**src/rtl/core/tcw_pkg.sv**
```systemverilog
`timescale 1ns / 1ps
`default_nettype none

package tcw_pkg;

    localparam int DEF_SCREEN_COLUMNS = 80;
    localparam int DEF_SCREEN_ROWS    = 25;

    localparam int COL_W   = 7;
    localparam int ROW_W   = 5;
    localparam int CHAR_W  = 8;
    localparam int COLOR_W = 8;
    localparam int CELL_W  = CHAR_W + COLOR_W;
    localparam int MODE_W  = 2;

    localparam logic [MODE_W-1:0] MODE_PUT   = 2'd0;
    localparam logic [MODE_W-1:0] MODE_READ  = 2'd1;
    localparam logic [MODE_W-1:0] MODE_WRITE = 2'd2;

    localparam logic [CHAR_W-1:0]  NEWLINE_CODE = 8'h0A;
    localparam logic [CHAR_W-1:0]  BLANK_CODE   = 8'h20;
    localparam logic [COLOR_W-1:0] RESET_COLOR  = 8'h07;
    localparam logic [CELL_W-1:0]  BLANK_CELL   = {RESET_COLOR, BLANK_CODE};

endpackage

`default_nettype wire

```
**src/rtl/core/tcw_addr_unit.sv**
```systemverilog
`timescale 1ns / 1ps
`default_nettype none

module tcw_addr_unit #(
    parameter int SCREEN_COLUMNS = tcw_pkg::DEF_SCREEN_COLUMNS,
    parameter int SCREEN_ROWS    = tcw_pkg::DEF_SCREEN_ROWS,
    parameter int ADDR_W         = $clog2(SCREEN_COLUMNS * SCREEN_ROWS)
) (
    input  wire  [tcw_pkg::ROW_W-1:0] row,
    input  wire  [tcw_pkg::COL_W-1:0] column,
    output logic [ADDR_W-1:0]         addr
);
    import tcw_pkg::*;

    // row-major cell index, row times a constant line length
    logic [ADDR_W+ROW_W-1:0] row_base;

    assign row_base = (ADDR_W+ROW_W)'(row) * (ADDR_W+ROW_W)'(SCREEN_COLUMNS);
    assign addr     = row_base[ADDR_W-1:0] + ADDR_W'(column);

endmodule

`default_nettype wire

```
**config.mk**
```make
export PLATFORM = sky130hd
export DESIGN_NAME = tcw_addr_unit
export DESIGN_NICKNAME = d
export VERILOG_FILES = /design/src/rtl/core/tcw_pkg.sv /design/src/rtl/core/tcw_addr_unit.sv
export SDC_FILE = /design/constraint.sdc
export NUM_CORES = 1
export LEC_CHECK = 0
export ABC_AREA = 1
export ABC_CLOCK_PERIOD_IN_PS = 4420
export BUFFER_PORTS_ARGS = -buffer_cell sky130_fd_sc_hd__buf_2
export CAP_MARGIN = 10
export CORE_AREA = 3 3 40 42
export DETAILED_ROUTE_END_ITERATION = 7
export DIE_AREA = 0 0 43 45
export SLEW_MARGIN = 30
export SYNTH_ARGS = -nofsm -noshare
export SYNTH_HDL_FRONTEND = slang
export SYNTH_SLANG_ARGS = --single-unit
```
**constraint.sdc**
```tcl
create_clock -name vclk -period 4.42
set_input_delay 1.105 -clock vclk [all_inputs]
set_output_delay 1.105 -clock vclk [all_outputs]
set_load 0.005 [all_outputs]
```
**After elaboration in Yosys (flattened, before gate mapping)**

Index checks and enable logic that the tools add are counted.

- Output and inout bits: 11
- Word-level logic and storage cells: 2
- Flip-flop bits (word level): 0
- Input bits: 12

- $mul: 1
- Add/subtract/negate cells: 1

Operators by type and width:

| cell | number |
|---|---|
| $add A11 B7 Y11 | 1 |
| $mul A5 B3 Y7 const B | 1 |

**Depth between registers and ports, before layout**

Gate-level depths: netlist of the first run.

- Word-level depth: 2
- Depth in mapped cells: 9
- Depth with buffers taken out: 9

**Worst setup path before layout of the first run**

OpenSTA, ideal clock, no wires.

- Path type: input-to-output
- Start point: input row[1] (netlist name)
- End point: output addr[10]
- Stages on the path: 9
- Buffers on the path: 0
- Data arrival time: 2.522 ns
- Data required time: 3.315 ns
- Setup slack: 0.793 ns
- Path through: ha_1 > ha_1 > fa_1 > nand2_1 > inv_1 > nand3_1 > nor2_1 > nand3_1 > nand2_1

- Word-level cells in the longest chain between the ends: 2

Ends and longest elaborated chain:

| element | line | source |
|---|---|---|
| from (decl) | tcw_addr_unit.sv:9 | `input wire [tcw_pkg::ROW_W-1:0] row,` |
| $mul A5 B3 Y7 | tcw_addr_unit.sv:18 | `assign row_base = (ADDR_W+ROW_W)'(row) * (ADDR_W+ROW_W)'(SCREEN_COLUMNS);` |
| $add A11 B7 Y11 | tcw_addr_unit.sv:19 | `assign addr = row_base[ADDR_W-1:0] + ADDR_W'(column);` |
| to (decl) | tcw_addr_unit.sv:11 | `output logic [ADDR_W-1:0] addr` |

No other way between the ends.

**Final worst setup path of the first run**

Ends and elaborated chain as after synthesis.

==> results of run 1 <==
metal layers:
metal	GRT usage (%)	wire length [µm]	up-vias
met4	0.602	0	0
met1	11.8	364	134
met5	0	0	-
li1	-	-	199
met3	1.59	54	0
met2	13.5	300	9
Yosys cell counts:
| master | n | area share, % |
|---|---|---|
| a21oi_1 | 1 | 1.4 |
| buf_4 | 4 | 8.1 |
| fa_1 | 2 | 11 |
| ha_1 | 9 | 31 |
| inv_1 | 7 | 7.1 |
| nand2_1 | 17 | 17 |
| nand3_1 | 9 | 12 |
| nand3_2 | 1 | 2.7 |
| nand4_1 | 1 | 1.7 |
| nor2_1 | 1 | 1.0 |
| xnor2_1 | 1 | 2.4 |
| xor2_1 | 2 | 4.7 |
path summary, 6_finish.rpt:
kind / depth (start not counted) / start / end
min: 0 / column[3] / addr[3]
max: 11 / row[1] / addr[10]
power by group through the flow:
stage                     combinational (µW)  clock [µW]  sequential [µW]
after floorplan                         45.2           0                0
after global placement                  65.9           0                0
after detailed placement                65.7           0                0
after CTS                               66.5           0                0
after global routing                    77.1           0                0
final                                   65.5           0                0
logic make-up after synthesis:
kind of cell,Yosys count,share of synthesized area [%]
AND/OR/NAND/NOR,29,34.9
adder cells (fa/ha/maj),11,41.4
buffers and inverters,11,15.3
XOR/XNOR,3,7.12
AO/OA/AOI/OAI,1,1.35
layout by cell type (no fill, tap or decap):
cell,instances
a21oi_1,1
buf_2,15
fa_1,2
ha_1,9
inv_1,7
nand2_1,17
nand3_1,9
nand3_2,1
nand4_1,1
nor2_1,1
xnor2_1,1
xor2_1,2
layout make-up:
cell class | instances | area (µm²) | area share [%]
timing repair buffer | 15 | 75.1 | 17.3
inverter | 7 | 26.3 | 6.07
tap | 15 | 18.8 | 4.34
multi-input combinational | 44 | 313 | 72.3
metrics by stage:
step                      total power [µW]  instances  setup slack [ns]
after floorplan                       45.2         55             0.793
after global placement                65.9         81             0.503
after detailed placement              65.7         81             0.485
after CTS                             66.5         81             0.476
after global routing                  77.1         81             0.366
final                                 65.5         81             0.500
==> results.sh, run 1 <==
export IMPL_row_count=13
export IMPL_antenna_left=0
export IMPL_crit_path_max_fanout=4
export IMPL_seq_cells=0
export IMPL_design_area_um2=433
export IMPL_worst_slew_pin_slew_ns=0.189
export IMPL_critPathCaptureType="output pin"
export IMPL_final_util_pct=33.7
export IMPL_yosysUniqueCellTypes=12
export IMPL_area_growth_pct=17.3
export IMPL_crit_type="input port to output pin"
export IMPL_ios=23
export IMPL_fin_crit_sh_pct=88.7
export IMPL_worstSetupStartpointType="input port"
export IMPL_vdd_ir_drop_worst_mv=0.0734
export IMPL_p_clk_share_pct=0
export IMPL_grt_pass1_vias=326
export IMPL_cts_setup_buffers=0
export IMPL_cp_slowest_cell="fa_1"
export IMPL_hpwl_um=648
export IMPL_grt_usage_pct=8.23
export IMPL_fin_crit_ns=3.92
export IMPL_p_sw_share_pct=53.2
export IMPL_netlist_instances=55
export IMPL_seqCellArea_um2=0
export IMPL_grt_overflow_total=0
export IMPL_dieArea_um2=1940
export IMPL_p_leak_uw=0.000261
export IMPL_ys_warn_count=0
export IMPL_p_sw_uw=34.9
export IMPL_avgRoutedWirePerCell_um=8.89
export IMPL_n_antenna_cell=0
export IMPL_hold_slack_ns=2.21
export IMPL_synthesis_nets=78
export IMPL_syn_area_per_cell_um2=6.71
export IMPL_core_area_um2=1280
export IMPL_p_int_uw=30.6
export IMPL_drtIter0Drc=2
export IMPL_arrival_ns=2.82
export IMPL_firstDrtPassIters=4
export IMPL_setup_viol=0
export IMPL_timing_critical_path_buf_inv=3
export IMPL_dr_total_vias=342
export IMPL_drive_above_1_share_pct=24.2
export IMPL_cts_hold_buf=0
export IMPL_crit_required_ns=3.31
export IMPL_wirelength_um=720
export IMPL_path_delay_family="adder cells"
export IMPL_die_w_um=43
export IMPL_postCtsResizedCells=0
export IMPL_portBuffers=15
export IMPL_antenna_found_initial=0
export IMPL_grt_start_max_net_pins=7
export IMPL_fin_nets=91
export IMPL_grt_pass1_wl_mm=1.33
export IMPL_status="completed"
export IMPL_start_util_pct=28.7
export IMPL_hold_class="input port to output pin"
export IMPL_slowest_delay_ns=0.53
export IMPL_fmax_mhz=255
export IMPL_hold_violations=0
export IMPL_fillCellCount=144
export IMPL_netlist_area_um2=369
export IMPL_power_density_nw_per_um2=151
export IMPL_seqPwrFrac_pct=0
export IMPL_crit_chain="buf_2 > ha_1 > ha_1 > fa_1 > nand2_1 > inv_1 > nand3_1 > nor2_1 > nand3_1 > nand2_1 > buf_2"
export IMPL_drt_vias_per_instance=4.22
export IMPL_rsz0062_at_grt="no"
export IMPL_drv_cap=0
export IMPL_power_frac_comb_pct=100.0
export IMPL_gp_congestion=0.785
export IMPL_fp_dieH_um=45
export IMPL_relSlewSlack_pct=87.4
export IMPL_finalMaxSlewViolations=0
export IMPL_n_clock_buffer=0
export IMPL_fin_tns_setup_ns=0
export IMPL_drcViolationCount=0
export IMPL_ys_seq_area_share_pct=0
export IMPL_dpl_cell_area_um2=433
No activity file was read; power rests on OpenSTA's default activity.
==> run 2: changes to the inputs <==
--- a/config.mk
+++ b/config.mk
@@ -8,4 +8,4 @@
 export ABC_AREA = 1
-export ABC_CLOCK_PERIOD_IN_PS = 4420
-export BUFFER_PORTS_ARGS = -buffer_cell sky130_fd_sc_hd__buf_2
+export ABC_CLOCK_PERIOD_IN_PS = 3700
+export BUFFER_PORTS_ARGS = -buffer_cell sky130_fd_sc_hd__buf_4
 export CAP_MARGIN = 10
==> constraint.sdc (replaced) <==
create_clock -name vclk -period 3.7
set_input_delay 0.925 -clock vclk [all_inputs]
set_output_delay 0.925 -clock vclk [all_outputs]
set_load 0.02 [all_outputs]
==> run 2 against run 1 <==
  * Worst setup slack worse by 0.37 ns
  * Sequential share of layout area stayed put
  * Sequential cell count stayed put
  * Critical path type unchanged
  * Critical endpoint unchanged
  * Largest cell class unchanged
  * Largest power group unchanged
==> results.sh, run 2 (synthesis gave the netlist of run 1 again) <==
export IMPL_avgRoutedWirePerCell_um=9.40
export IMPL_power_density_nw_per_um2=236
export IMPL_relSlewSlack_pct=87.7
export IMPL_fin_tns_setup_ns=0
export IMPL_portBuffers=15
export IMPL_setup_viol=0
export IMPL_drv_cap=0
export IMPL_die_w_um=43
export IMPL_row_count=13
export IMPL_drtIter0Drc=7
export IMPL_ios=23
export IMPL_cp_depth=11
export IMPL_fp_dieH_um=45
export IMPL_cts_hold_buf=0
export IMPL_wirelength_um=790
export IMPL_grt_overflow_total=0
export IMPL_drive_above_1_share_pct=31.9
export IMPL_grt_usage_pct=7.72
export IMPL_vdd_ir_drop_worst_mv=0.137
export IMPL_p_leak_uw=0.000286
export IMPL_hold_violations=0
export IMPL_status="completed"
export IMPL_dr_total_vias=376
export IMPL_arrival_ns=2.64
export IMPL_path_delay_family="adder cells"
export IMPL_fin_nets=94
export IMPL_gp_congestion=0.710
export IMPL_fillCellCount=140
export IMPL_n_clock_buffer=0
export IMPL_final_cells=84
export IMPL_dieArea_um2=1940
export IMPL_grt_pass1_wl_mm=1.21
export IMPL_crit_chain="buf_4 > ha_4 > ha_2 > fa_1 > nand2_1 > inv_2 > nand3_1 > nor2_1 > nand3_1 > nand2_1 > buf_6"
export IMPL_final_cell_mix="17 x nand2_1, 17 x buf_4, 9 x nand3_1"
export IMPL_crit_required_ns=2.77
export IMPL_seqPwrFrac_pct=0
export IMPL_grt_start_max_net_pins=7
export IMPL_finalMaxSlewViolations=0
export IMPL_grt_pass1_vias=315
export IMPL_fin_crit_sh_pct=96.4
export IMPL_antenna_left=0
export IMPL_slowest_delay_ns=0.57
export IMPL_multi_input_area_um2=328
export IMPL_timing_critical_path_buf_inv=3
export IMPL_hpwl_um=690
export IMPL_p_sw_uw=63.9
export IMPL_area_growth_pct=38.6
export IMPL_power_frac_comb_pct=100.0
export IMPL_hold_class="input port to output pin"
export IMPL_antenna_found_initial=0
export IMPL_crit_path_max_fanout=4
export IMPL_seqCellArea_um2=0
export IMPL_core_area_um2=1280
export IMPL_drt_vias_per_instance=4.48
export IMPL_start_util_pct=28.7
export IMPL_firstDrtPassIters=2
export IMPL_fmax_mhz=280
export IMPL_worst_slew_pin_slew_ns=0.185
export IMPL_placedCellCount=81
export IMPL_p_sw_share_pct=53.1
export IMPL_rsz0062_at_grt="no"
export IMPL_hold_depth=0
export IMPL_drcViolationCount=0
export IMPL_crit_type="input port to output pin"
export IMPL_worstSetupStartpointType="input port"
export IMPL_seq_cells=0
export IMPL_fin_crit_ns=3.57
export IMPL_critPathCaptureType="output pin"
export IMPL_p_int_uw=56.6
export IMPL_n_antenna_cell=0
export IMPL_cp_slowest_cell="fa_1"
export IMPL_p_clk_share_pct=0
run 2: cell types whose count changed in the layout (fill, tap and decap cells not counted), sizes merged:
cell and delta:
buf +3
run 2: per-stage QoR:
step / setup slack, ns / total power [µW] / utilization (%) / hold slack, ns / area [µm²]
CTS: 0.0561 / 111 / 36.6 / 1.85 / 470
floorplan: 0.340 / 77.0 / - / 1.96 / 369
detailed placement: 0.0721 / 111 / 36.6 / 1.85 / 470
global route: 0.0104 / 134 / 39.8 / 1.85 / 512
global placement: 0.0650 / 110 / 36.6 / 1.85 / 470
finish: 0.132 / 121 / 39.8 / 1.85 / 512
run 2: cell type report:
| type | instances | area share [%] |
|---|---|---|
| Multi-Input combinational cell | 44 | 64.1 |
| Timing Repair Buffer | 18 | 27.1 |
| Inverter | 7 | 5.13 |
| Tap cell | 15 | 3.67 |
run 2: path summary, 6_finish.rpt:
check                 start        to
hold / removal    column[3]   addr[3]
setup / recovery     row[1]  addr[10]
run 2: power groups by stage:
stage / clock (µW) / combinational (µW) / sequential [µW]
3_5_place_dp: 0 / 111 / 0
4_1_cts: 0 / 111 / 0
6_report: 0 / 121 / 0
3_3_place_gp: 0 / 110 / 0
2_1_floorplan: 0 / 77.0 / 0
5_1_grt: 0 / 134 / 0
run 2: timing repair:
| action | CTS | global route |
|---|---|---|
| setup endpoints to repair | 0 | 1 |
| setup buffers | 0 | 3 |
| gates resized for setup | 0 | 4 |
run 2: per-layer routing:
layer | GRT usage, % | share of wire [%]
met5 | 0 | 0
met4 | 0.602 | 0
met3 | 0.797 | 5.3
met2 | 12.6 | 46
met1 | 11.5 | 49
