==> config.mk <==
export PLATFORM = sky130hd
export DESIGN_NAME = tcw_ctrl
export DESIGN_NICKNAME = d
export VERILOG_FILES = /design/src/rtl/core/tcw_pkg.sv /design/src/rtl/core/tcw_ctrl.sv
export SDC_FILE = /design/constraint.sdc
export NUM_CORES = 1
export LEC_CHECK = 0
export BUFFER_PORTS_ARGS = -buffer_cell sky130_fd_sc_hd__buf_2
export CAP_MARGIN = 5
export CORE_MARGIN = 10
export CORE_UTILIZATION = 55
export CTS_CLUSTER_DIAMETER = 80
export DETAILED_ROUTE_END_ITERATION = 8
export PLACE_DENSITY_LB_ADDON = 0.05
export SYNTH_ARGS = -nofsm -noshare
export SYNTH_HDL_FRONTEND = slang
export SYNTH_SLANG_ARGS = --single-unit
==> constraint.sdc <==
create_clock -name clk -period 6.91 [get_ports clk]
set_input_delay 1.382 -clock clk [delete_from_list [all_inputs] [get_ports clk]]
set_output_delay 1.382 -clock clk [all_outputs]
set_load 0.01 [all_outputs]
==> src/rtl/core/tcw_pkg.sv <==
`timescale 1ns / 1ps
`default_nettype none

package tcw_pkg;

    localparam int DEF_SCREEN_COLUMNS = 80;
    localparam int DEF_SCREEN_ROWS    = 25;

    localparam int COL_W   = 7;
    localparam int ROW_W   = 5;
    localparam int CHAR_W  = 8;
    localparam int COLOR_W = 8;
    localparam int CELL_W  = CHAR_W + COLOR_W;
    localparam int MODE_W  = 2;

    localparam logic [MODE_W-1:0] MODE_PUT   = 2'd0;
    localparam logic [MODE_W-1:0] MODE_READ  = 2'd1;
    localparam logic [MODE_W-1:0] MODE_WRITE = 2'd2;

    localparam logic [CHAR_W-1:0]  NEWLINE_CODE = 8'h0A;
    localparam logic [CHAR_W-1:0]  BLANK_CODE   = 8'h20;
    localparam logic [COLOR_W-1:0] RESET_COLOR  = 8'h07;
    localparam logic [CELL_W-1:0]  BLANK_CELL   = {RESET_COLOR, BLANK_CODE};

endpackage

`default_nettype wire

==> src/rtl/core/tcw_ctrl.sv <==
`timescale 1ns / 1ps
`default_nettype none

module tcw_ctrl #(
    parameter int SCREEN_COLUMNS = tcw_pkg::DEF_SCREEN_COLUMNS,
    parameter int SCREEN_ROWS    = tcw_pkg::DEF_SCREEN_ROWS,
    parameter int ADDR_W         = $clog2(SCREEN_COLUMNS * SCREEN_ROWS)
) (
    input  wire                         clk,
    input  wire                         rst_n,
    input  wire                         cfg_wr_en,
    input  wire  [tcw_pkg::COLOR_W-1:0] cfg_wr_data,
    input  wire                         in_valid,
    output logic                        in_stall,
    input  wire  [tcw_pkg::MODE_W-1:0]  mode,
    input  wire  [tcw_pkg::CHAR_W-1:0]  char_code,
    input  wire  [tcw_pkg::COLOR_W-1:0] cell_color,
    input  wire  [tcw_pkg::COL_W-1:0]   column,
    input  wire  [tcw_pkg::ROW_W-1:0]   row,
    output logic                        out_valid,
    input  wire                         out_stall,
    output logic [tcw_pkg::CELL_W-1:0]  cell_entry,
    output logic [tcw_pkg::ROW_W-1:0]   cursor_row,
    output logic [tcw_pkg::COL_W-1:0]   cursor_column,
    output logic                        scrolled,
    output logic                        position_error,
    output logic [tcw_pkg::ROW_W-1:0]   au_row,
    output logic [tcw_pkg::COL_W-1:0]   au_column,
    input  wire  [ADDR_W-1:0]           au_addr,
    output logic                        mem_we,
    output logic [ADDR_W-1:0]           mem_waddr,
    output logic [tcw_pkg::CELL_W-1:0]  mem_wdata,
    output logic [ADDR_W-1:0]           mem_raddr,
    input  wire  [tcw_pkg::CELL_W-1:0]  mem_rd_data
);
    import tcw_pkg::*;

    localparam int TOTAL_CELLS = SCREEN_COLUMNS * SCREEN_ROWS;
    localparam logic [ADDR_W-1:0] LAST_ADDR = ADDR_W'(TOTAL_CELLS - 1);
    localparam logic [ADDR_W-1:0] COPY_LEN  = ADDR_W'((SCREEN_ROWS - 1) * SCREEN_COLUMNS);
    localparam logic [ADDR_W-1:0] LINE_LEN  = ADDR_W'(SCREEN_COLUMNS);
    localparam logic [COL_W-1:0]  COL_LIMIT = COL_W'(SCREEN_COLUMNS);
    localparam logic [ROW_W-1:0]  ROW_LIMIT = ROW_W'(SCREEN_ROWS);

    localparam logic [2:0] S_CLEAR = 3'd0;
    localparam logic [2:0] S_IDLE  = 3'd1;
    localparam logic [2:0] S_EXEC  = 3'd2;
    localparam logic [2:0] S_READ  = 3'd3;
    localparam logic [2:0] S_COPY  = 3'd4;
    localparam logic [2:0] S_FILL  = 3'd5;
    localparam logic [2:0] S_OUT   = 3'd6;

    logic [2:0]         state_reg, state_next;
    logic [ADDR_W-1:0]  cnt_reg, cnt_next;
    logic [ROW_W-1:0]   cur_row_reg, cur_row_next;
    logic [COL_W-1:0]   cur_col_reg, cur_col_next;
    logic [COLOR_W-1:0] text_color_reg;
    logic               out_valid_reg, out_valid_next;

    logic [MODE_W-1:0]  mode_reg;
    logic [CHAR_W-1:0]  char_reg;
    logic [COLOR_W-1:0] color_in_reg;
    logic [COL_W-1:0]   col_in_reg;
    logic [ROW_W-1:0]   row_in_reg;
    logic [CELL_W-1:0]  entry_reg, entry_next;
    logic               scrolled_reg, scrolled_next;
    logic               perr_reg, perr_next;

    logic [CELL_W-1:0]  out_entry_reg;
    logic [ROW_W-1:0]   out_row_reg;
    logic [COL_W-1:0]   out_col_reg;
    logic               out_scrolled_reg;
    logic               out_perr_reg;

    logic               in_take;
    logic               out_load;
    logic               in_range;
    logic               next_row;
    logic [COL_W-1:0]   col_inc;
    logic [ROW_W-1:0]   row_inc;

    assign in_stall = (state_reg != S_IDLE);
    assign in_take  = in_valid && !in_stall;
    assign in_range = (col_in_reg < COL_LIMIT) && (row_in_reg < ROW_LIMIT);
    assign col_inc  = cur_col_reg + COL_W'(1);
    assign row_inc  = cur_row_reg + ROW_W'(1);

    // the put addresses the cursor, reads and writes address the given cell
    assign au_row    = (mode_reg == MODE_PUT) ? cur_row_reg : row_in_reg;
    assign au_column = (mode_reg == MODE_PUT) ? cur_col_reg : col_in_reg;

    always_comb
    begin
        state_next     = state_reg;
        cnt_next       = cnt_reg;
        cur_row_next   = cur_row_reg;
        cur_col_next   = cur_col_reg;
        entry_next     = entry_reg;
        scrolled_next  = scrolled_reg;
        perr_next      = perr_reg;
        out_valid_next = out_valid_reg && out_stall;
        out_load       = 1'b0;
        next_row       = 1'b0;
        mem_we         = 1'b0;
        mem_waddr      = au_addr;
        mem_wdata      = {text_color_reg, char_reg};
        mem_raddr      = au_addr;

        unique case (state_reg)
            S_CLEAR:
            begin
                mem_we    = 1'b1;
                mem_waddr = cnt_reg;
                mem_wdata = BLANK_CELL;
                if (cnt_reg == LAST_ADDR)
                begin
                    cnt_next   = '0;
                    state_next = S_IDLE;
                end
                else
                begin
                    cnt_next = cnt_reg + ADDR_W'(1);
                end
            end
            S_IDLE:
            begin
                if (in_take)
                begin
                    state_next = S_EXEC;
                end
            end
            S_EXEC:
            begin
                entry_next    = '0;
                scrolled_next = 1'b0;
                perr_next     = 1'b0;
                state_next    = S_OUT;
                case (mode_reg)
                    MODE_PUT:
                    begin
                        if (char_reg == NEWLINE_CODE)
                        begin
                            next_row = 1'b1;
                        end
                        else
                        begin
                            mem_we = 1'b1;
                            if (col_inc >= COL_LIMIT)
                            begin
                                next_row = 1'b1;
                            end
                            else
                            begin
                                cur_col_next = col_inc;
                            end
                        end
                        if (next_row)
                        begin
                            cur_col_next = '0;
                            if (row_inc >= ROW_LIMIT)
                            begin
                                // cursor already on the last row, stays there
                                scrolled_next = 1'b1;
                                cnt_next      = '0;
                                state_next    = S_COPY;
                            end
                            else
                            begin
                                cur_row_next = row_inc;
                            end
                        end
                    end
                    MODE_READ:
                    begin
                        if (in_range)
                        begin
                            state_next = S_READ;
                        end
                        else
                        begin
                            perr_next = 1'b1;
                        end
                    end
                    MODE_WRITE:
                    begin
                        mem_wdata = {color_in_reg, char_reg};
                        if (in_range)
                        begin
                            mem_we = 1'b1;
                        end
                        else
                        begin
                            perr_next = 1'b1;
                        end
                    end
                    default:
                    begin
                        state_next = S_OUT;
                    end
                endcase
            end
            S_READ:
            begin
                entry_next = mem_rd_data;
                state_next = S_OUT;
            end
            S_COPY:
            begin
                // read one line ahead, write the previous read one cell behind
                mem_raddr = cnt_reg + LINE_LEN;
                mem_we    = (cnt_reg != '0);
                mem_waddr = cnt_reg - ADDR_W'(1);
                mem_wdata = mem_rd_data;
                if (cnt_reg == COPY_LEN)
                begin
                    state_next = S_FILL;
                end
                else
                begin
                    cnt_next = cnt_reg + ADDR_W'(1);
                end
            end
            S_FILL:
            begin
                mem_we    = 1'b1;
                mem_waddr = cnt_reg;
                mem_wdata = {text_color_reg, BLANK_CODE};
                if (cnt_reg == LAST_ADDR)
                begin
                    cnt_next   = '0;
                    state_next = S_OUT;
                end
                else
                begin
                    cnt_next = cnt_reg + ADDR_W'(1);
                end
            end
            S_OUT:
            begin
                if (!out_valid_reg || !out_stall)
                begin
                    out_load       = 1'b1;
                    out_valid_next = 1'b1;
                    state_next     = S_IDLE;
                end
            end
            default:
            begin
                state_next = S_IDLE;
            end
        endcase
    end

    always_ff @(posedge clk or negedge rst_n)
    begin
        if (!rst_n)
        begin
            state_reg      <= S_CLEAR;
            cnt_reg        <= '0;
            cur_row_reg    <= '0;
            cur_col_reg    <= '0;
            text_color_reg <= RESET_COLOR;
            out_valid_reg  <= 1'b0;
        end
        else
        begin
            state_reg     <= state_next;
            cnt_reg       <= cnt_next;
            cur_row_reg   <= cur_row_next;
            cur_col_reg   <= cur_col_next;
            out_valid_reg <= out_valid_next;
            if (cfg_wr_en)
            begin
                text_color_reg <= cfg_wr_data;
            end
        end
    end

    always_ff @(posedge clk)
    begin
        entry_reg     <= entry_next;
        scrolled_reg  <= scrolled_next;
        perr_reg      <= perr_next;
        if (in_take)
        begin
            mode_reg     <= mode;
            char_reg     <= char_code;
            color_in_reg <= cell_color;
            col_in_reg   <= column;
            row_in_reg   <= row;
        end
        if (out_load)
        begin
            out_entry_reg    <= entry_reg;
            out_row_reg      <= cur_row_reg;
            out_col_reg      <= cur_col_reg;
            out_scrolled_reg <= scrolled_reg;
            out_perr_reg     <= perr_reg;
        end
    end

    assign out_valid      = out_valid_reg;
    assign cell_entry     = out_entry_reg;
    assign cursor_row     = out_row_reg;
    assign cursor_column  = out_col_reg;
    assign scrolled       = out_scrolled_reg;
    assign position_error = out_perr_reg;

endmodule

`default_nettype wire

### After elaboration in Yosys (flattened, before gate mapping)

Cells that the tools add are included.
Widths: inputs -> output; s select.

* flip-flop bits (word level): 113
* bits in latches: 0
* RAM bits: 0
* memory bits (read-only): 0
* input port bits: 70
* output and inout port bits: 83
* word-level logic and storage cells: 111
* memories: 0

* $add $sub $neg: 5
* $mul: 0
* div/mod/pow operators: 0
* order comparisons: 4
* eq/ne operators: 23
* shifts and indexed selects: 0
* mux-type cells: 40
* bitwise gates (word level): 1
* reductions and logical operators: 19

Operator list (number)
* $mux 11: 6
* $pmux 16 s4: 1
* $pmux 11 s3: 1
* $pmux 16 s2: 1
* $mux 7: 4
* $eq 11x11->1 const B: 2
* $pmux 11 s2: 1
* $pmux 3 s7: 1
* $mux 3: 6
* $ne 2x2->1 const B: 9
* $mux 16: 1
* $mux 1: 12
* $add 11x1->11 const B: 1
* $add 11x7->11 const B: 1
* $reduce_bool 11->1: 1
* $sub 11x1->11 const B: 1
* $reduce_and 5->1: 2
* $eq 3x3->1 const B: 3
* $eq 8x4->1 const B: 1
* $reduce_and 4->1: 2
* $add 7x1->7 const B: 1
* $ge 7x7->1 const B: 1
* $lt 7x7->1 const B: 1
* $eq 3x2->1 const B: 2
* 23 further kinds: 30

### Depth between registers and ports, before layout

Gate-level depths: netlist of run 1.

* depth after elaboration: 9
* depth in mapped cells: 10
* depth with buffers taken out: 8

### Worst setup path after synthesis of run 1

OpenSTA, ideal clock, no wires.

* path kind: input to output
* start point: in au_addr[7]
* end point: out mem_waddr[7]
* arrival time: 1891 ps
* data required time: 5528 ps
* slack: 3637 ps
* cell stages on the path: 3
* buffers on the path: 0
* path through: a22oi_1 -> nor2_1 -> a221o_1

* longest elaborated chain between the ends: 1

Ends and longest elaborated chain
* from (decl): RTL line tcw_ctrl.sv:29 `input wire [ADDR_W-1:0] au_addr,`
* $pmux 11 s2: RTL line tcw_ctrl.sv:109 `unique case (state_reg)`
* to (decl): RTL line tcw_ctrl.sv:31 `output logic [ADDR_W-1:0] mem_waddr,`

Every way passes these cells.

### Worst setup path after layout of run 1

* start point: reg state_reg[2]
* end point: out mem_waddr[8]

* longest elaborated chain between the ends: 3
* elaborated cells between the ends (all ways): 5
* classes of those cells: eq/ne (2); mux (1); reduce/logical (2)

Ends and longest elaborated chain
* from (decl): RTL line tcw_ctrl.sv:53 `logic [2:0] state_reg, state_next;`
* from (signal assigned): RTL line tcw_ctrl.sv:267 `state_reg <= state_next;`
* $eq 3x3->1 / $logic_not 3->1 (equally long branches): RTL line tcw_ctrl.sv:109
* $reduce_or 2->1 (no source line)
* $pmux 11 s2 (*): RTL line tcw_ctrl.sv:109

Mark *: on every way between the ends. The rest lies on a longest branch, timed or not.

==> impl_metrics.ini, run 1 <==
[status]
outcome = finished clean

[global_routing]
grt_max_degree = 43
grt_usage = 0.210
grt_use_met3 = 0.0550
use_met2 = 0.332
grt_busiest_layer = met2
antenna_found_initial = 0
grt_pass1_vias = 4759
use_met1 = 0.261
overflow = 0
grt_pass1_wl_um = 24600

[setup_path]
slowest_stage = dfrtp_1
cpPeakStageDelay_ps = 830
endpoint_kind = primary output
arrival_ps = 3020
crit_type = register to primary output
critPathRequiredTime_ps = 5530
path_cells = inv_1, nor2_1, buf_4, o21ai_0, nand2_1, a221o_1, buf_2
critical_path.top_delay_family = flip-flops
worst-path-buf-inv = 3
start_kind = register
timing.critical_path.fanout_max = 22

[clock_tree]
clk_latency_ps = 530
htree_levels = 4
clockRootBuffer = clkbuf_8
cts_num_sinks = 113
cts_tree = built
cts_buffers = 17
ctsResizeCount = 0
holdBufCountCts = 0
postCtsSetupBuffers = 0
clk_pin_slew_worst_paths_ps = 50
clk_path_buf_depth = 2

[floorplan]
std_cell_rows = 37
die_width_um = 122
dieArea_mm2 = 0.0149
core_area_mm2 = 0.0102
fp.dieH_um = 122
pin_count = 153
initial_core_util = 0.560

[route]
vias_per_cell = 5.89
first_pass_iters = 6
drc_errors = 0
route.vias.total = 4748
wirelength_um = 15900
routedWlPerCell_um = 19.7
ant_nets = 0
drt_iter0_markers = 401

[timing]
finalSetupViolations = 0
rsz0062_at_grt = false
hold_viol = 0
finalCritPeriodShare = 0.638
max_slew.worst_pin.slew_ps = 901
fin_tns_setup_ps = 0
final.setup.worst_slack_ps = 2500
fin_skew_ps = 13.0
fin_hold_ws_ps = 418
max_freq_mhz = 227
timing.final.max_slew_violations = 0
period_needed_ps = 4410
relSlewSlack = 0.399

[cells_and_area]
layout_commonest_cell = buf_2
layout_common_cells = buf_2, edfxtp_1, nand2_1, o21ai_0, dfrtp_1
multi_input_area_mm2 = 0.00229
areaGrowthSynthToFinish_pct = 25.4
stdcell_count = 806
seq_area_mm2 = 0.00322
nFillCells = 775
drive_gt1_frac = 0.324
antenna_cells = 0
final_nets = 738

[synth]
synth-main-ff-cell = edfxtp_1
synth_fp_nets = 595
ys_warn_count = 0
synth_cells = 514
synth.yosys.seq_area_share = 0.562
syn_area_per_cell_um2 = 11.2
synth-edff-count = 78
synth_area_mm2 = 0.00573
ys_seq_elements = 113
synth_cell_type_count = 66
synthArstFlopShare = 0.310

[worst_hold_path]
hold_path.class = register to register

[power_and_ir_drop]
powerDensity_mw_per_mm2 = 234
power.leakage_nw = 3.33
ir_worst_vdd_uv = 137

[placement]
place.gp.congestion = 0.910
dp.cells = 773
dpl.hpwl_um = 11700
numPortBuffers = 152
pre_cts_ws_ps = 3120

[run]
cap_violations = 0
logic make-up after synthesis:
| group | synth area share |
|---|---|
| AND/OR/NAND/NOR | 0.163 |
| AO/OA/AOI/OAI | 0.145 |
| flip-flops | 0.562 |
| buffers and inverters | 0.0378 |
| multiplexers | 0.0480 |
| XOR/XNOR | 0.0199 |
| adder cells (fa/ha/maj) | 0.0240 |
synthesized netlist by cell type (3+ instances only):
master | number | area share
a211o_1 | 4 | 0.0061
a21o_1 | 4 | 0.0052
a21oi_1 | 11 | 0.0096
a221o_1 | 5 | 0.0087
a222oi_1 | 3 | 0.0052
a22o_1 | 7 | 0.011
a22oi_1 | 11 | 0.014
and2_1 | 3 | 0.0033
and3_1 | 24 | 0.026
clkbuf_1 | 29 | 0.019
dfrtp_1 | 32 | 0.14
dfstp_2 | 3 | 0.014
edfxtp_1 | 78 | 0.41
ha_1 | 11 | 0.024
inv_1 | 21 | 0.014
mux2_2 | 20 | 0.039
mux2i_1 | 5 | 0.0087
nand2_1 | 53 | 0.035
nand2b_1 | 6 | 0.0065
nand3_1 | 20 | 0.017
nand3b_1 | 5 | 0.0065
nand4_1 | 4 | 0.0044
nor2_1 | 27 | 0.018
nor2b_1 | 3 | 0.0033
nor3_1 | 7 | 0.0061
nor3b_1 | 4 | 0.0052
nor4_1 | 7 | 0.0076
o2111ai_1 | 3 | 0.0046
o211ai_1 | 3 | 0.0039
o21ai_0 | 34 | 0.030
o22a_1 | 3 | 0.0046
o22ai_1 | 4 | 0.0044
o31ai_1 | 6 | 0.0079
or2_2 | 3 | 0.0033
or3_1 | 3 | 0.0033
xnor2_1 | 7 | 0.011
xor2_1 | 6 | 0.0092
power breakdown:
part / internal, mW / total, mW / leakage [nW] / switching, mW
clock: 0.617 / 0.907 / 0.292 / 0.291
combinational: 0.0210 / 0.0431 / 1.78 / 0.0221
sequential: 0.727 / 0.730 / 1.26 / 0.00300
final timing paths:
kind,startpoint,to,slack [ps],cells after the start
setup / recovery,state_reg[2],mem_waddr[8],2500,7
hold / removal,scrolled_reg,scrolled,420,0
setup reg to reg,state_reg[0],state_reg[0],3960,7
hold reg to reg,scrolled_reg,scrolled,420,0
max in group asynchronous,rst_n,out_valid,5360,1
min in group asynchronous,rst_n,cur_col_reg[1],980,1
final cells by class:
type	count	area share
clock buffers	20	0.0592
clock inverters	12	0.0265
inverters	21	0.0110
multi-input cells	346	0.319
flip-flops and latches	113	0.448
well taps	136	0.0237
repair buffers	158	0.113
metrics by stage:
stage	power (mW)	util	cell area [um2]
5_1_grt	1.73	0.703	7190
2_1_floorplan	0.753	-	5730
3_5_place_dp	0.786	0.641	6560
4_1_cts	1.69	0.702	7180
6_report	1.68	0.703	7190
3_3_place_gp	0.785	0.641	6560
per-layer routing:
layer  vias up  part of all wire
met1      2290              0.41
met2       207              0.48
met5         -                 0
met4         0             0.029
li1       2214                 -
met3        37             0.075
Power figures use the tool's default switching activity.
==> run 2, diff against run 1 <==
--- a/config.mk
+++ b/config.mk
@@ -8,7 +8,7 @@
 export BUFFER_PORTS_ARGS = -buffer_cell sky130_fd_sc_hd__buf_2
 export CAP_MARGIN = 5
 export CORE_MARGIN = 10
-export CORE_UTILIZATION = 55
+export CORE_UTILIZATION = 48
 export CTS_CLUSTER_DIAMETER = 80
 export DETAILED_ROUTE_END_ITERATION = 8
 export PLACE_DENSITY_LB_ADDON = 0.05
==> constraint.sdc (replaced) <==
create_clock -name clk -period 3.9 [get_ports clk]
set_input_delay 0.78 -clock clk [delete_from_list [all_inputs] [get_ports clk]]
set_output_delay 0.78 -clock clk [all_outputs]
set_load 0.01 [all_outputs]
==> impl_metrics.ini, run 2 (synthesis results as in run 1) <==
[placement]
dpl.hpwl_um = 12000
dp.cells = 785
place.gp.congestion = 0.935
numPortBuffers = 152

[power_and_ir_drop]
sequentialPowerShare = 0.430
power.share.clock = 0.544
netSwitchingFraction = 0.188
internal_power_mw = 2.44
power.leakage_nw = 3.37
powerDensity_mw_per_mm2 = 416
comb_power_share = 0.026
ir_worst_vdd_uv = 207
p_switching_mw = 0.565

[run]
cap_violations = 0

[global_routing]
grt_pass1_vias = 4785
grt_usage = 0.192
antenna_found_initial = 0
grt_max_degree = 36
grt_pass1_wl_um = 25100
overflow = 0

[route]
first_pass_iters = 5
vias_per_cell = 5.71
wirelength_um = 16100
routedWlPerCell_um = 19.8
drc_errors = 0
drt_iter0_markers = 318
route.vias.total = 4663
ant_nets = 0

[worst_hold_path]
min_to = cell_entry[1]
hold_depth = 0
min-delay-start = entry_reg[1]
hold_path.class = register to register

[timing]
finalCritPeriodShare = 0.865
fin_hold_ws_ps = 417
fin_tns_setup_ps = 0
max_slew.worst_pin.slew_ps = 895
rsz0062_at_grt = false
fin_skew_ps = 5.31
finalSetupViolations = 0
timing.final.max_slew_violations = 0
period_needed_ps = 3370
max_freq_mhz = 296
hold_viol = 0
relSlewSlack = 0.403

[floorplan]
pin_count = 153
core_area_mm2 = 0.0116
fp.dieH_um = 129
die_width_um = 129
std_cell_rows = 39
dieArea_mm2 = 0.0167
initial_core_util = 0.496

[clock_tree]
holdBufCountCts = 0
clk_path_buf_depth = 2
ctsResizeCount = 0
cts_num_sinks = 113
cts_tree = built
clk_latency_ps = 410
htree_levels = 4
cts_buffers = 17
clk_pin_slew_worst_paths_ps = 50
clockRootBuffer = clkbuf_16
postCtsSetupBuffers = 0

[status]
outcome = finished clean

[setup_path]
rr_startpoint = state_reg[0]
slowest_stage = dfrtp_1
timing.critical_path.fanout_max = 24
start_kind = register
endpoint_kind = primary output
crit_type = register to primary output
path_cells = buf_4, nor2_1, nand2_1, buf_4, o21ai_0, buf_2
cpMostUsedCell = buf_4
critPathRequiredTime_ps = 3120
cpPeakStageDelay_ps = 470
r2r-end = state_reg[0]
rrSetupSlack_ps = 1210
arrival_ps = 2590
worst_r2r_path_depth = 7

[cells_and_area]
final_nets = 742
antenna_cells = 0
areaGrowthSynthToFinish_pct = 26.1
drive_gt1_frac = 0.331
layout_common_cells = buf_2, edfxtp_1, nand2_1, o21ai_0, dfrtp_1
stdcell_count = 816
nFillCells = 948
layout_commonest_cell = buf_2
==> run 2: cell count changes in the layout (fill, tap and decap cells not counted), sizes merged <==
cell | before | now
clkbuf | 20 | 18
clkinv | 5 | 7
clkinvlp | 2 | 0
inv | 21 | 22
buf | 158 | 162
==> run 2: routing by layer <==
layer	wire length, um	GRT usage	vias to the layer above
met4	299	0.0796	0
met2	7750	0.318	170
li1	-	-	2222
met5	0	0	-
met1	6850	0.230	2247
met3	1230	0.0571	24
==> run 2: worst max path at each step <==
stage	startpoint	endpoint	slack (ps)	cells after the start
floorplan	state_reg[0]	mem_we	1410	6
global placement	state_reg[2]	mem_we	1080	6
detailed placement	state_reg[0]	mem_raddr[7]	1020	6
CTS	state_reg[0]	mem_raddr[7]	560	6
global route	state_reg[0]	mem_waddr[9]	340	6
finish	state_reg[0]	mem_raddr[7]	530	6
==> run 2: per-stage QoR <==
stage / power [mW] / instance area [um2] / setup WS [ps] / utilization
after floorplan: 1.33 / 5730 / 1410 / -
after global placement: 1.39 / 6610 / 1080 / 0.571
after detailed placement: 1.39 / 6610 / 1020 / 0.571
after CTS: 3.03 / 7230 / 558 / 0.625
after global routing: 3.09 / 7230 / 337 / 0.625
final: 3.01 / 7230 / 526 / 0.625
==> run 2: area by class of cell <==
cell class	instances	area [um2]	share of cell area
clock buffers	18	429	0.0594
clock inverters	13	191	0.0265
inverters	21	78.8	0.0109
multi-input cells	346	2290	0.317
flip-flops and latches	113	3220	0.446
well taps	143	179	0.0247
repair buffers	162	836	0.116
==> run 2: power groups by stage <==
stage                     combinational [mW]  sequential [mW]  clock (mW)
after floorplan                       0.0194             1.31           0
after global placement                0.0764             1.32           0
after detailed placement              0.0779             1.32           0
after CTS                             0.0784             1.29        1.66
after global routing                  0.0857             1.29        1.71
final                                 0.0777             1.29        1.64
==> run 2: critical path, delay by kind of cell, from the launching register on <==
family / cells / cell delay [ps]
DFF: 1 / 470
AOI/OAI and AO/OA: 1 / 180
buffers and inverters: 3 / 750
and+or+nand+nor: 2 / 760
==> run 3, diff against run 2 <==
--- a/config.mk
+++ b/config.mk
@@ -8,7 +8,7 @@
 export BUFFER_PORTS_ARGS = -buffer_cell sky130_fd_sc_hd__buf_2
 export CAP_MARGIN = 5
 export CORE_MARGIN = 10
-export CORE_UTILIZATION = 48
+export CORE_UTILIZATION = 55
 export CTS_CLUSTER_DIAMETER = 80
 export DETAILED_ROUTE_END_ITERATION = 8
 export PLACE_DENSITY_LB_ADDON = 0.05
==> constraint.sdc (replaced) <==
create_clock -name clk -period 4.3 [get_ports clk]
set_input_delay 0.86 -clock clk [delete_from_list [all_inputs] [get_ports clk]]
set_output_delay 0.86 -clock clk [all_outputs]
set_load 0.01 [all_outputs]
==> impl_metrics.ini, run 3 (synthesis results as in run 1) <==
[status]
outcome = finished clean

[route]
drt_iter0_markers = 427
wl_met1_um = 6340
drc_errors = 0
first_pass_iters = 5
vias_per_cell = 5.79
top_layer = met4
wl_met2_um = 7420
ant_nets = 0
met3WireLength_um = 1440
wirelength_um = 15600
route.vias.total = 4688
routedWlPerCell_um = 19.2

[setup_path]
start_kind = register
worst_r2r_path_depth = 6
endpoint_kind = primary output
path_cells = nand4bb_1, a21oi_1, inv_1, o2111ai_1, buf_2
r2r-end = state_reg[0]
rr_startpoint = state_reg[2]
rrSetupSlack_ps = 1520
slowest_stage = dfrtp_1
critPathRequiredTime_ps = 3440
crit_type = register to primary output
critical_path.top_delay_family = flip-flops
arrival_ps = 2690
worst-path-buf-inv = 2
cpPeakStageDelay_ps = 830
timing.critical_path.fanout_max = 31

[clock_tree]
holdBufCountCts = 0
cts_buffers = 17
clockRootBuffer = clkbuf_8
cts_num_sinks = 113
ctsResizeCount = 0
postCtsSetupBuffers = 0
clk_pin_slew_worst_paths_ps = 50
clk_path_buf_depth = 2
cts_tree = built
clk_latency_ps = 510
htree_levels = 4

[floorplan]
pin_count = 153
dieArea_mm2 = 0.0149
fp.dieH_um = 122
core_area_mm2 = 0.0102
std_cell_rows = 37
die_width_um = 122
initial_core_util = 0.560

[timing]
finalCritPeriodShare = 0.826
max_freq_mhz = 282
fin_skew_ps = 10.3
final.setup.worst_slack_ps = 749
period_needed_ps = 3550
rsz0062_at_grt = false
finalSetupViolations = 0
max_slew.worst_pin.slew_ps = 1200
fin_tns_setup_ps = 0
timing.final.max_slew_violations = 0
relSlewSlack = 0.200
hold_viol = 0

[cells_and_area]
antenna_cells = 0
layout_common_cells = buf_2, edfxtp_1, nand2_1, o21ai_0, dfrtp_1
multi_input_area_mm2 = 0.00229
areaGrowthSynthToFinish_pct = 23.8
drive_gt1_frac = 0.325
nFillCells = 751
seq_area_mm2 = 0.00322
final_nets = 741
layout_commonest_cell = buf_2

[global_routing]
grt_pass1_vias = 4599
overflow = 0
grt_usage = 0.207
grt_pass1_wl_um = 24200
grt_max_degree = 36
antenna_found_initial = 0

[worst_hold_path]
min-delay-start = entry_reg[10]
min_to = cell_entry[10]
hold_path.class = register to register
hold_depth = 0

[power_and_ir_drop]
power.share.clock = 0.484
internal_power_mw = 1.93
powerDensity_mw_per_mm2 = 340
p_switching_mw = 0.484
comb_power_share = 0.029
sequentialPowerShare = 0.487
ir_worst_vdd_uv = 206
power.leakage_nw = 3.30
netSwitchingFraction = 0.201

[placement]
place.gp.congestion = 0.920
numPortBuffers = 152
pre_cts_ws_ps = 1310
dpl.hpwl_um = 11800

[run]
cap_violations = 0
[run 3: cell count changes in the layout (fill, tap and decap cells not counted)]
| cell | delta |
|---|---|
| buf_4 | -1 |
| bufinv_16 | -5 |
| clkbuf_1 | +4 |
| clkbuf_16 | -1 |
| clkbuf_8 | +3 |
| clkinvlp_4 | +1 |
| inv_6 | -1 |
[run 3: worst max-delay path by stage]
stage	startpoint	endpoint	slack, ps	depth (start not counted)
2_1_floorplan	state_reg[0]	mem_we	1730	6
3_3_place_gp	state_reg[1]	mem_we	1300	5
3_5_place_dp	state_reg[1]	mem_we	1310	5
4_1_cts	state_reg[1]	mem_we	750	5
5_1_grt	state_reg[1]	mem_we	480	5
6_report	state_reg[1]	mem_we	750	5
[run 3: power groups by stage]
stage          clock network (mW)  registers [mW]  logic, mW
2_1_floorplan                   0            1.19     0.0176
3_3_place_gp                    0            1.19     0.0687
3_5_place_dp                    0            1.19     0.0709
4_1_cts                      1.19            1.17     0.0709
5_1_grt                      1.24            1.17     0.0782
6_report                     1.17            1.17     0.0703
[run 3: layout make-up]
| type | instances | share of cell area |
|---|---|---|
| clock buffer | 24 | 0.0649 |
| clock inverter | 8 | 0.00564 |
| inverter | 21 | 0.0111 |
| multi-input combinational | 346 | 0.323 |
| sequential | 113 | 0.454 |
| tap | 136 | 0.0240 |
| timing repair buffer | 161 | 0.117 |
[run 3: per-layer routing]
layer,vias to the layer above,track usage
met5,-,0
met4,0,0.0832
met3,35,0.0671
met2,215,0.331
met1,2221,0.255
li1,2217,-
[run 3: metrics by stage]
stage               hold slack, ps   util  power, mW  std cells  cell area (um2)
floorplan                      400      -       1.21        514             5730
global placement               403  0.644       1.26        777             6590
detailed placement             405  0.644       1.26        777             6590
CTS                            414  0.693       2.43        809             7090
global route                   429  0.693       2.49        809             7090
finish                         414  0.693       2.41        809             7090
